--- src/sha256_stream_hasher_macros.svh ---
// assertion helpers used by the hasher top file
`ifndef SHA256_STREAM_HASHER_MACROS_SVH
`define SHA256_STREAM_HASHER_MACROS_SVH

// same-cycle implication, checked outside reset
`define SHS_ASSERT_NOW(label, clk, rst_n, ante, cons) \
	label: assert property (@(posedge clk) disable iff (!rst_n) (ante) |-> (cons)) \
		else $error("shs same-cycle check failed");

// next-cycle implication, checked outside reset
`define SHS_ASSERT_NEXT(label, clk, rst_n, ante, cons) \
	label: assert property (@(posedge clk) disable iff (!rst_n) (ante) |=> (cons)) \
		else $error("shs next-cycle check failed");

`endif

--- src/shs_pkg.sv ---
`timescale 1ns / 1ps

package shs_pkg;

	typedef logic [0:7][31:0] hash_t;

	typedef struct packed {
		logic [31:0] message_word;
		logic [2:0]  valid_bytes;
		logic        last_word;
	} in_item_t;

	typedef struct packed {
		logic [31:0] digest_word;
		logic        digest_last;
		logic        length_overflow;
	} out_item_t;

	typedef struct packed {
		logic start;
	} core_ctrl_t;

	typedef struct packed {
		logic busy;
		logic done;
	} core_status_t;

	localparam logic [31:0] PAD_WORD = 32'h8000_0000;
	localparam logic [7:0]  PAD_BYTE = 8'h80;

	localparam hash_t IV_256 = '{
		32'h6a09e667, 32'hbb67ae85, 32'h3c6ef372, 32'ha54ff53a,
		32'h510e527f, 32'h9b05688c, 32'h1f83d9ab, 32'h5be0cd19};

	localparam hash_t IV_224 = '{
		32'hc1059ed8, 32'h367cd507, 32'h3070dd17, 32'hf70e5939,
		32'hffc00b31, 32'h68581511, 32'h64f98fa7, 32'hbefa4fa4};

	localparam logic [31:0] ROUND_K [64] = '{
		32'h428a2f98, 32'h71374491, 32'hb5c0fbcf, 32'he9b5dba5,
		32'h3956c25b, 32'h59f111f1, 32'h923f82a4, 32'hab1c5ed5,
		32'hd807aa98, 32'h12835b01, 32'h243185be, 32'h550c7dc3,
		32'h72be5d74, 32'h80deb1fe, 32'h9bdc06a7, 32'hc19bf174,
		32'he49b69c1, 32'hefbe4786, 32'h0fc19dc6, 32'h240ca1cc,
		32'h2de92c6f, 32'h4a7484aa, 32'h5cb0a9dc, 32'h76f988da,
		32'h983e5152, 32'ha831c66d, 32'hb00327c8, 32'hbf597fc7,
		32'hc6e00bf3, 32'hd5a79147, 32'h06ca6351, 32'h14292967,
		32'h27b70a85, 32'h2e1b2138, 32'h4d2c6dfc, 32'h53380d13,
		32'h650a7354, 32'h766a0abb, 32'h81c2c92e, 32'h92722c85,
		32'ha2bfe8a1, 32'ha81a664b, 32'hc24b8b70, 32'hc76c51a3,
		32'hd192e819, 32'hd6990624, 32'hf40e3585, 32'h106aa070,
		32'h19a4c116, 32'h1e376c08, 32'h2748774c, 32'h34b0bcb5,
		32'h391c0cb3, 32'h4ed8aa4a, 32'h5b9cca4f, 32'h682e6ff3,
		32'h748f82ee, 32'h78a5636f, 32'h84c87814, 32'h8cc70208,
		32'h90befffa, 32'ha4506ceb, 32'hbef9a3f7, 32'hc67178f2};

	function automatic logic [31:0] big_sigma0(input logic [31:0] x);
		return {x[1:0], x[31:2]} ^ {x[12:0], x[31:13]} ^ {x[21:0], x[31:22]};
	endfunction

	function automatic logic [31:0] big_sigma1(input logic [31:0] x);
		return {x[5:0], x[31:6]} ^ {x[10:0], x[31:11]} ^ {x[24:0], x[31:25]};
	endfunction

	function automatic logic [31:0] small_sigma0(input logic [31:0] x);
		return {x[6:0], x[31:7]} ^ {x[17:0], x[31:18]} ^ {3'b000, x[31:3]};
	endfunction

	function automatic logic [31:0] small_sigma1(input logic [31:0] x);
		return {x[16:0], x[31:17]} ^ {x[18:0], x[31:19]} ^ {10'b0, x[31:10]};
	endfunction

endpackage

--- src/shs_round_core.sv ---
`timescale 1ns / 1ps

module shs_round_core (
	input  logic                 clk,
	input  logic                 arst_n,
	input  shs_pkg::core_ctrl_t  ctrl,
	input  logic [31:0]          w_word,
	input  shs_pkg::hash_t       hash_in,
	output shs_pkg::core_status_t status,
	output shs_pkg::hash_t       work
);
	import shs_pkg::*;

	logic        busy_q;
	logic        done_q;
	logic [5:0]  round_q;
	hash_t       work_q;
	hash_t       work_next;

	// one compression round per cycle
	always_comb begin
		logic [31:0] t1;
		logic [31:0] t2;
		logic [31:0] ch;
		logic [31:0] maj;
		ch  = (work_q[4] & work_q[5]) ^ (~work_q[4] & work_q[6]);
		maj = (work_q[0] & work_q[1]) ^ (work_q[0] & work_q[2]) ^ (work_q[1] & work_q[2]);
		t1  = work_q[7] + big_sigma1(work_q[4]) + ch + ROUND_K[round_q] + w_word;
		t2  = big_sigma0(work_q[0]) + maj;
		work_next[0] = t1 + t2;
		work_next[1] = work_q[0];
		work_next[2] = work_q[1];
		work_next[3] = work_q[2];
		work_next[4] = work_q[3] + t1;
		work_next[5] = work_q[4];
		work_next[6] = work_q[5];
		work_next[7] = work_q[6];
	end

	always_ff @(posedge clk or negedge arst_n) begin
		if (!arst_n) begin
			busy_q  <= 1'b0;
			done_q  <= 1'b0;
			round_q <= '0;
		end else begin
			done_q <= 1'b0;
			if (ctrl.start) begin
				busy_q  <= 1'b1;
				round_q <= '0;
			end else if (busy_q) begin
				round_q <= round_q + 6'd1;
				if (round_q == 6'd63) begin
					busy_q <= 1'b0;
					done_q <= 1'b1;
				end
			end
		end
	end

	always_ff @(posedge clk) begin
		if (ctrl.start) begin
			work_q <= hash_in;
		end else if (busy_q) begin
			work_q <= work_next;
		end
	end

	assign status.busy = busy_q;
	assign status.done = done_q;
	assign work        = work_q;

endmodule

--- src/sha256_stream_hasher.sv ---
`timescale 1ns / 1ps
// channel | direction | handshake             | payload
// in      | input     | in_valid / in_ready   | in_data (word, valid bytes, last)
// out     | output    | out_valid / out_ready | out_data (digest word, last, overflow)
// cfg     | input     | cfg_valid / cfg_ready | cfg_data (digest mode)
//
// a word that does not close a block is taken without holding off input; the word that fills
// a block holds off input while the round unit runs its compression rounds
// a final word is followed by padding words and one or two compressions,
// then 8 or 7 digest words leave through the output register, one per cycle while out_ready allows
// reset loads the SHA-256 initial hash; no memory clearing pass is needed
// a stalled output only holds the digest phase; the next message may start
// once the last digest word sits in the output register
`include "sha256_stream_hasher_macros.svh"

module sha256_stream_hasher (
	input  logic                clk,
	input  logic                arst_n,
	input  logic                in_valid,
	output logic                in_ready,
	input  shs_pkg::in_item_t   in_data,
	output logic                out_valid,
	input  logic                out_ready,
	output shs_pkg::out_item_t  out_data,
	input  logic                cfg_valid,
	output logic                cfg_ready,
	input  logic                cfg_data
);
	import shs_pkg::*;

	typedef enum logic [1:0] {
		ST_IDLE,
		ST_TAIL,
		ST_COMP,
		ST_OUT
	} state_t;

	state_t       state_q;
	logic         mode_q;
	hash_t        hash_q;
	logic [3:0]   fill_q;
	logic [31:0]  total_q;
	logic         ovf_q;
	logic         tail_q;
	logic         pad_pend_q;
	logic         len_q;
	logic         msg_done_q;
	logic         start_q;
	logic [2:0]   out_cnt_q;
	logic         out_valid_q;
	out_item_t    out_data_q;
	logic [31:0]  sched_q [16];

	core_ctrl_t   core_ctrl;
	core_status_t core_st;
	hash_t        core_work;

	logic         in_acc;
	logic         push_en;
	logic [31:0]  push_word;
	logic         push_pad;
	logic         push_len_hi;
	logic         push_len_lo;
	logic [2:0]   byte_cnt;
	logic [32:0]  byte_sum;
	logic [31:0]  last_masked;
	logic [2:0]   out_last_idx;
	logic         out_load;

	assign in_ready  = (state_q == ST_IDLE);
	assign cfg_ready = 1'b1;
	assign in_acc    = in_valid && in_ready;
	assign out_valid = out_valid_q;
	assign out_data  = out_data_q;
	assign core_ctrl.start = start_q;
	assign out_last_idx = mode_q ? 3'd6 : 3'd7;
	assign out_load = (state_q == ST_OUT) && (!out_valid_q || out_ready);

	// byte count and trailing-byte mask of the final word
	always_comb begin
		logic [2:0] vb;
		vb = (in_data.valid_bytes > 3'd4) ? 3'd4 : in_data.valid_bytes;
		byte_cnt = in_data.last_word ? vb : 3'd4;
		byte_sum = {1'b0, total_q} + 33'(byte_cnt);
		case (vb)
			3'd0:    last_masked = PAD_WORD;
			3'd1:    last_masked = {in_data.message_word[31:24], PAD_BYTE, 16'h0};
			3'd2:    last_masked = {in_data.message_word[31:16], PAD_BYTE, 8'h0};
			3'd3:    last_masked = {in_data.message_word[31:8], PAD_BYTE};
			default: last_masked = in_data.message_word;
		endcase
	end

	// word entering the block buffer this cycle
	always_comb begin
		push_en     = 1'b0;
		push_word   = '0;
		push_pad    = 1'b0;
		push_len_hi = 1'b0;
		push_len_lo = 1'b0;
		if (in_acc) begin
			push_en   = 1'b1;
			push_word = in_data.last_word ? last_masked : in_data.message_word;
		end else if (state_q == ST_TAIL) begin
			push_en = 1'b1;
			if (pad_pend_q) begin
				push_pad  = 1'b1;
				push_word = PAD_WORD;
			end else if (fill_q == 4'd14) begin
				push_len_hi = 1'b1;
				push_word   = {29'b0, total_q[31:29]};
			end else if (fill_q == 4'd15 && len_q) begin
				push_len_lo = 1'b1;
				push_word   = {total_q[28:0], 3'b000};
			end
		end
	end

	// block buffer doubles as the message schedule window
	always_ff @(posedge clk) begin
		if (push_en) begin
			for (int i = 0; i < 15; i++) begin
				sched_q[i] <= sched_q[i + 1];
			end
			sched_q[15] <= push_word;
		end else if (core_st.busy) begin
			for (int i = 0; i < 15; i++) begin
				sched_q[i] <= sched_q[i + 1];
			end
			sched_q[15] <= sched_q[0] + small_sigma0(sched_q[1]) + sched_q[9]
				+ small_sigma1(sched_q[14]);
		end
	end

	always_ff @(posedge clk or negedge arst_n) begin
		if (!arst_n) begin
			state_q     <= ST_IDLE;
			mode_q      <= 1'b0;
			hash_q      <= IV_256;
			fill_q      <= '0;
			total_q     <= '0;
			ovf_q       <= 1'b0;
			tail_q      <= 1'b0;
			pad_pend_q  <= 1'b0;
			len_q       <= 1'b0;
			msg_done_q  <= 1'b0;
			start_q     <= 1'b0;
			out_cnt_q   <= '0;
			out_valid_q <= 1'b0;
			out_data_q  <= '0;
		end else begin
			start_q <= 1'b0;
			if (out_valid_q && out_ready) begin
				out_valid_q <= 1'b0;
			end

			if (in_acc) begin
				if (byte_sum[32]) begin
					total_q <= '1;
					ovf_q   <= 1'b1;
				end else begin
					total_q <= byte_sum[31:0];
				end
				if (in_data.last_word) begin
					tail_q     <= 1'b1;
					pad_pend_q <= (byte_cnt == 3'd4);
				end
			end
			if (push_pad) begin
				pad_pend_q <= 1'b0;
			end
			if (push_len_hi) begin
				len_q <= 1'b1;
			end
			if (push_len_lo) begin
				msg_done_q <= 1'b1;
			end

			if (push_en) begin
				fill_q <= fill_q + 4'd1;
				if (fill_q == 4'd15) begin
					state_q <= ST_COMP;
					start_q <= 1'b1;
				end else if (in_acc && in_data.last_word) begin
					state_q <= ST_TAIL;
				end
			end

			case (state_q)
				ST_COMP: begin
					if (core_st.done) begin
						for (int i = 0; i < 8; i++) begin
							hash_q[i] <= hash_q[i] + core_work[i];
						end
						if (msg_done_q) begin
							state_q   <= ST_OUT;
							out_cnt_q <= '0;
						end else if (tail_q) begin
							state_q <= ST_TAIL;
						end else begin
							state_q <= ST_IDLE;
						end
					end
				end
				ST_OUT: begin
					if (out_load) begin
						out_valid_q                <= 1'b1;
						out_data_q.digest_word     <= hash_q[0];
						out_data_q.digest_last     <= (out_cnt_q == out_last_idx);
						out_data_q.length_overflow <= ovf_q;
						out_cnt_q                  <= out_cnt_q + 3'd1;
						for (int i = 0; i < 7; i++) begin
							hash_q[i] <= hash_q[i + 1];
						end
						hash_q[7] <= '0;
						if (out_cnt_q == out_last_idx) begin
							// message finished: back to the initial hash
							state_q    <= ST_IDLE;
							hash_q     <= mode_q ? IV_224 : IV_256;
							fill_q     <= '0;
							total_q    <= '0;
							ovf_q      <= 1'b0;
							tail_q     <= 1'b0;
							pad_pend_q <= 1'b0;
							len_q      <= 1'b0;
							msg_done_q <= 1'b0;
						end
					end
				end
				default: begin
				end
			endcase

			if (cfg_valid && cfg_ready) begin
				mode_q     <= cfg_data;
				hash_q     <= cfg_data ? IV_224 : IV_256;
				fill_q     <= '0;
				total_q    <= '0;
				ovf_q      <= 1'b0;
				tail_q     <= 1'b0;
				pad_pend_q <= 1'b0;
				len_q      <= 1'b0;
				msg_done_q <= 1'b0;
			end
		end
	end

	shs_round_core u_core (
		.clk     (clk),
		.arst_n  (arst_n),
		.ctrl    (core_ctrl),
		.w_word  (sched_q[0]),
		.hash_in (hash_q),
		.status  (core_st),
		.work    (core_work)
	);

	`SHS_ASSERT_NOW(a_ready_core_idle, clk, arst_n, in_ready, !core_st.busy)
	`SHS_ASSERT_NEXT(a_start_runs, clk, arst_n, start_q, core_st.busy)
	`SHS_ASSERT_NEXT(a_fill_held, clk, arst_n, (state_q == ST_COMP) && !core_st.done, $stable(fill_q))
	`SHS_ASSERT_NOW(a_out_after_len, clk, arst_n, state_q == ST_OUT, msg_done_q && (fill_q == 4'd0))

endmodule
--- config.mk ---
export PLATFORM = sky130hd
export DESIGN_NAME = sha256_stream_hasher
export DESIGN_NICKNAME = d
export VERILOG_FILES = /design/src/shs_pkg.sv /design/src/shs_round_core.sv /design/src/sha256_stream_hasher.sv
export VERILOG_INCLUDE_DIRS = /design/src /design/src/src
export SDC_FILE = /design/constraint.sdc
export NUM_CORES = 2
export LEC_CHECK = 0
export ABC_AREA = 1
export BUFFER_PORTS_ARGS = -buffer_cell sky130_fd_sc_hd__clkbuf_2
export CAP_MARGIN = 20
export CORE_MARGIN = 2
export CORE_UTILIZATION = 47
export DETAILED_ROUTE_END_ITERATION = 7
export RECOVER_POWER = 50
export SYNTH_ARGS = -nofsm -noshare
export SYNTH_HDL_FRONTEND = slang
export SYNTH_SLANG_ARGS = --single-unit
--- constraint.sdc ---
create_clock -name clk -period 22.2 [get_ports clk]
set_input_delay 3.33 -clock clk [delete_from_list [all_inputs] [get_ports clk]]
set_output_delay 3.33 -clock clk [all_outputs]
set_load 0.005 [all_outputs]
# == Word level (Yosys, flattened, before mapping) ==
# Memory sizes are Yosys's and may differ from the RTL's.
# Index checks and enable logic that the tools add are counted.
# word_totals
regBits,603
latchBits,0
ram_bits,512
rom_bits,2048
in_bits,42
out_inout_bits,37
word_cells,247
memories,2
# op_classes
n_addsub,22
n_mul,0
div_mod_pow,0
n_lt_le_gt_ge,2
n_eq_ne,16
shift,0
muxes,122
bitwise,34
reduce_logical,15
# memory_table
name,depth,word_bits,read_ports,rd_ports_with_merged_regs,write_ports,line,rtl
(no name shown),64,32,1,0,0,shs_round_core.sv:28,t1 = work_q[7] + big_sigma1(work_q[4]) + ch + ROUND_K[round_q] + w_word;
sched_q,16,32,16,0,16,sha256_stream_hasher.sv:52,logic [31:0] sched_q [16];
# ops
operator,n
two-way mux 256 bit,8
two-way mux 32 bit,30
adder 32 bit,18
one-hot mux 256 bit (2 select lines),1
XOR 32 bit,9
AND 32 bit,5
one-hot mux 32 bit (4 select lines),1
two-way mux 1 bit,61
adder 32 x 3 -> 33 bit,1
NOT 32 bit,1
XOR 32 x 22 -> 32 bit,1
XOR 32 x 29 -> 32 bit,1
two-way mux 4 bit,5
OR 1 bit,16
two-way mux 3 bit,5
two-way mux 2 bit,7
two-way mux 6 bit,2
"equality test 4 bit, second input constant",2
">= comparator 7 bit, second input constant",1
NOT 6 -> 7 bit,1
"adder 6 x 1 -> 6 bit, second input constant",1
"equality test 3 x 2 -> 1 bit, second input constant",2
"equality test 6 bit, second input constant",1
one-hot mux 3 bit (2 select lines),1
23 further kinds,30

# == Depth between registers and ports, before layout ==
# logic_depth
ltp_word,12
ltp_mapped,43
mapped_depth_nobuf,43

# == Hierarchy ==
# From an unflattened synthesis, not the netlist that was laid out.
# unflattened
hier_cells,10684
hier_area_um2,80531.0
# by_module_without_submodules
mod,n_inst,cells_each,area_each_um2,seq_area_each_um2
sha256_stream_hasher,1,7369,55705.9,24028.0
shs_round_core,1,3315,24825.1,7887.6

# == Least setup slack after synthesis ==
# No wires, ideal clock.
# synth_timing
path_type,input-to-reg
startpoint,input in_valid
endpoint,memory sched_q[0][0] (enable)
setup_ps,3684
t_arrival_ps,12476
required_ps,18516
path_slack_ps,6039
stages,6
n_path_buf,2
path_cell_list,nand2_2 > inv_2 > clkbuf_1 > nor2_1 > clkbuf_1 > nand2_1
# synth_lines
element,line,rtl
from (decl),sha256_stream_hasher.sv:19,"input logic in_valid,"
to (decl),sha256_stream_hasher.sv:52,

# == Final worst setup path ==
# layout_timing
startpoint,register start_q (netlist: core_ctrl)
endpoint,"register u_core.work_q, in the netlist u_core.work[236] (enable)"
# layout_between
elab_chain_len,1
# layout_lines
element,line,rtl
from (decl),sha256_stream_hasher.sv:48,logic start_q;
from (signal assigned),sha256_stream_hasher.sv:147,start_q <= 1'b0;
from (signal assigned),sha256_stream_hasher.sv:152,start_q <= 1'b0;
from (signal assigned),sha256_stream_hasher.sv:183,start_q <= 1'b1;
nonzero test 2 bit (no line),-,
to (signal assigned),shs_round_core.sv:62,work_q <= hash_in;
to (signal assigned),shs_round_core.sv:64,work_q <= work_next;
to (decl),shs_round_core.sv:17,hash_t work_q;
# Every way passes these cells.
# A chain may end at the register's enable or synchronous reset.

==> results.cfg <==
[sta]
worst_clock_skew_ps = 90.87
max_freq_mhz = 76.02
worst_pin_slew_ps = 7871
fin_crit_ps = 13150
timing.final.hold_violations = 0
fin_crit_sh_pct = 59.25
finalSetupViolCount = 0
finalMaxSlewViolations = 1002
fin_ws_ps = 9046
tns_ps = 0
rsz0062_at_grt = false
slew_headroom_pct = -424.7

[die]
die_w_um = 406.5
die-area_um2 = 165200
placement_rows = 147
core_area_um2 = 160800
pin_count = 79
fp.dieH_um = 406.5
initial_core_util_pct = 47.37

[synthesis]
synth_edf_count = 768
yosysWarningCount = 0
netlist_area_um2 = 76140
ys_types = 70
synth_area_per_cell_um2 = 8.275
synthArstFlopShare_pct = 31.12
syn_nets = 9838
seq_area_frac_synth_pct = 41.92
ys_ff_latch = 1115
synth_ff_type = edfxtp_1
postSynthCellCount = 9201

[clock_tree]
root_buffer = clkbuf_16
cts_resized = 0
holdBufCountCts = 0
cts_setup_buffers = 0
htreeDepth = 3
path_clk_slew_ps = 60
clkLatencyLatePin_ps = 830
cts_buffers = 119
cts_tree = yes
cts.path.max_buffers = 3
clock_sinks = 1115

[detailed_routing]
vias_per_cell = 6.037
drc_errors = 0
drt-pass1-iter-count = 8
postRouteAntennaNets = 0
drt-initial-drc-count = 9368
wl_per_cell_um = 28.81
num_vias = 69213
routed_wl_um = 330300

[finish]
layout-drive-gt1-share_pct = 6.304
fin_nets = 9826
final_util_pct = 51.65
syn_to_final_growth_pct = 9.048

[setup_path]
cpPeakStageDelay_ps = 3410
crit_slowest_cell = clkbuf_1
path_class = register to register
start_kind = register
cp_num_buf_inv = 3
worst_path_most_repeated_cell = clkbuf_1
crit_chain = clkinvlp_2 > nand2_1 > clkbuf_1 > clkbuf_1
critPathTopFamily = buffers and inverters
crit_required_ps = 22470
cp.arrival_ps = 13420
critPathCaptureType = register
path_max_fanout = 74

[global_routing]
grt_max_degree = 199
grt_pass1_wl_um = 467900
gr-total-overflow = 0
grt_usage_pct = 39.54
antenna_found_initial = 8
grt_pass1_vias = 65343

[run]
drv_cap = 15

[placed_design]
place_ws_ps = 13170
dp_hpwl_um = 253500
io_buffers = 77
gp_congestion = 1.051

[min_path]
hold_path_class = register to register

[outcome]
status = complete, but fails checks
violations = capacitance limit, slew limit
-- synthesized netlist by cell type (196+ instances only) --
cell type	number	area, um^2
nand2_1	2025	7601
inv_1	1115	4185
o21ai_0	795	3979
edfxtp_1	768	23060
nor2_1	712	2673
a21oi_1	710	3553
nand3_1	557	2788
ha_1	399	4992
dfrtp_1	211	5280
clkbuf_1	209	784.5
xor2_1	203	1778
fa_1	196	3924
-- cell type report --
cell class	count	area (um^2)
Clock buffer	151	3334
Tap cell	2160	2703
Fill cell	15471	77720
Multi-Input combinational cell	6668	38860
Clock inverter	76	1007
Timing Repair Buffer	145	890.9
Sequential cell	1115	31920
Antenna cell	9	22.52
Inverter	1140	4293
-- routing by layer --
layer  vias to the layer above  global-route usage, %  part of all wire [%]
met4                         2                  24.98                   7.6
met2                      4049                  58.84                    43
met3                       895                  8.991                    10
li1                      31043                      -                     -
met1                     33224                  52.09                    39
met5                         -                      0                0.0033
-- cells in the final DEF, fill, tap and decap left out, types with 66 or more instances in the layout --
cell,count
dfstp_2,136
nand2_1,2023
edfxtp_1,768
nand3_1,557
o21ai_0,795
nor2_1,710
nand4_1,119
xnor2_1,154
clkbuf_16,124
fa_1,196
ha_1,399
nor3_1,95
xor2_1,203
a21oi_1,710
clkbuf_2,76
or2_2,66
o21ai_1,109
inv_1,1113
dfrtp_1,210
-- worst paths after layout --
path / startpoint / end / slack (ps) / cells after the start
max reg2reg: core_ctrl$_DFF_PN0_ / u_core.work[236]$_DFFE_PP_ / 9050 / 4
min reg2reg: sched_q[0][65]$_DFFE_PP_ / sched_q[0][33]$_DFFE_PP_ / 360 / 0
max in group asynchronous: arst_n / hash_q[109]$_DFFE_PN0P_ / 12770 / 1
min in group asynchronous: arst_n / hash_q[85]$_DFFE_PN0P_ / 5310 / 1
max: core_ctrl$_DFF_PN0_ / u_core.work[236]$_DFFE_PP_ / 9050 / 4
min: sched_q[0][65]$_DFFE_PP_ / sched_q[0][33]$_DFFE_PP_ / 360 / 0
-- kinds of logic after synthesis --
family	synth area share [%]
xor+xnor	4.107
flops	41.92
compound gates	14.64
fa+ha+maj	11.93
buf+inv	7.094
simple gates	20.31
other cells	0.004925
-- registers in the layout, summed over array words and instances (netlist names) --
register,cells
u_core.work,256
state_q,2
core_ctrl,1
tail_q,1
pad_pend_q,1
msg_done_q,1
sched_q,512
out_valid,1
u_core.done_q,1
u_core.busy_q,1
ovf_q,1
hash_q,256
u_core.round_q,6
out_data,34
fill_q,4
mode_q,1
len_q,1
total_q,32
out_cnt_q,3
-- stage by stage --
stage	std cells	hold WS (ps)	area, um^2
3_3_place_gp	11223	400.4	78700
3_5_place_dp	11225	404.5	78710
4_1_cts	11452	367.8	83050
6_report	11464	360.5	83030
2_1_floorplan	9201	400.3	76140
5_1_grt	11455	387.3	83010
Power is left out: the tool's default activity adds up to more than one toggle a clock period on the data nets, which glitch-free logic cannot reach.
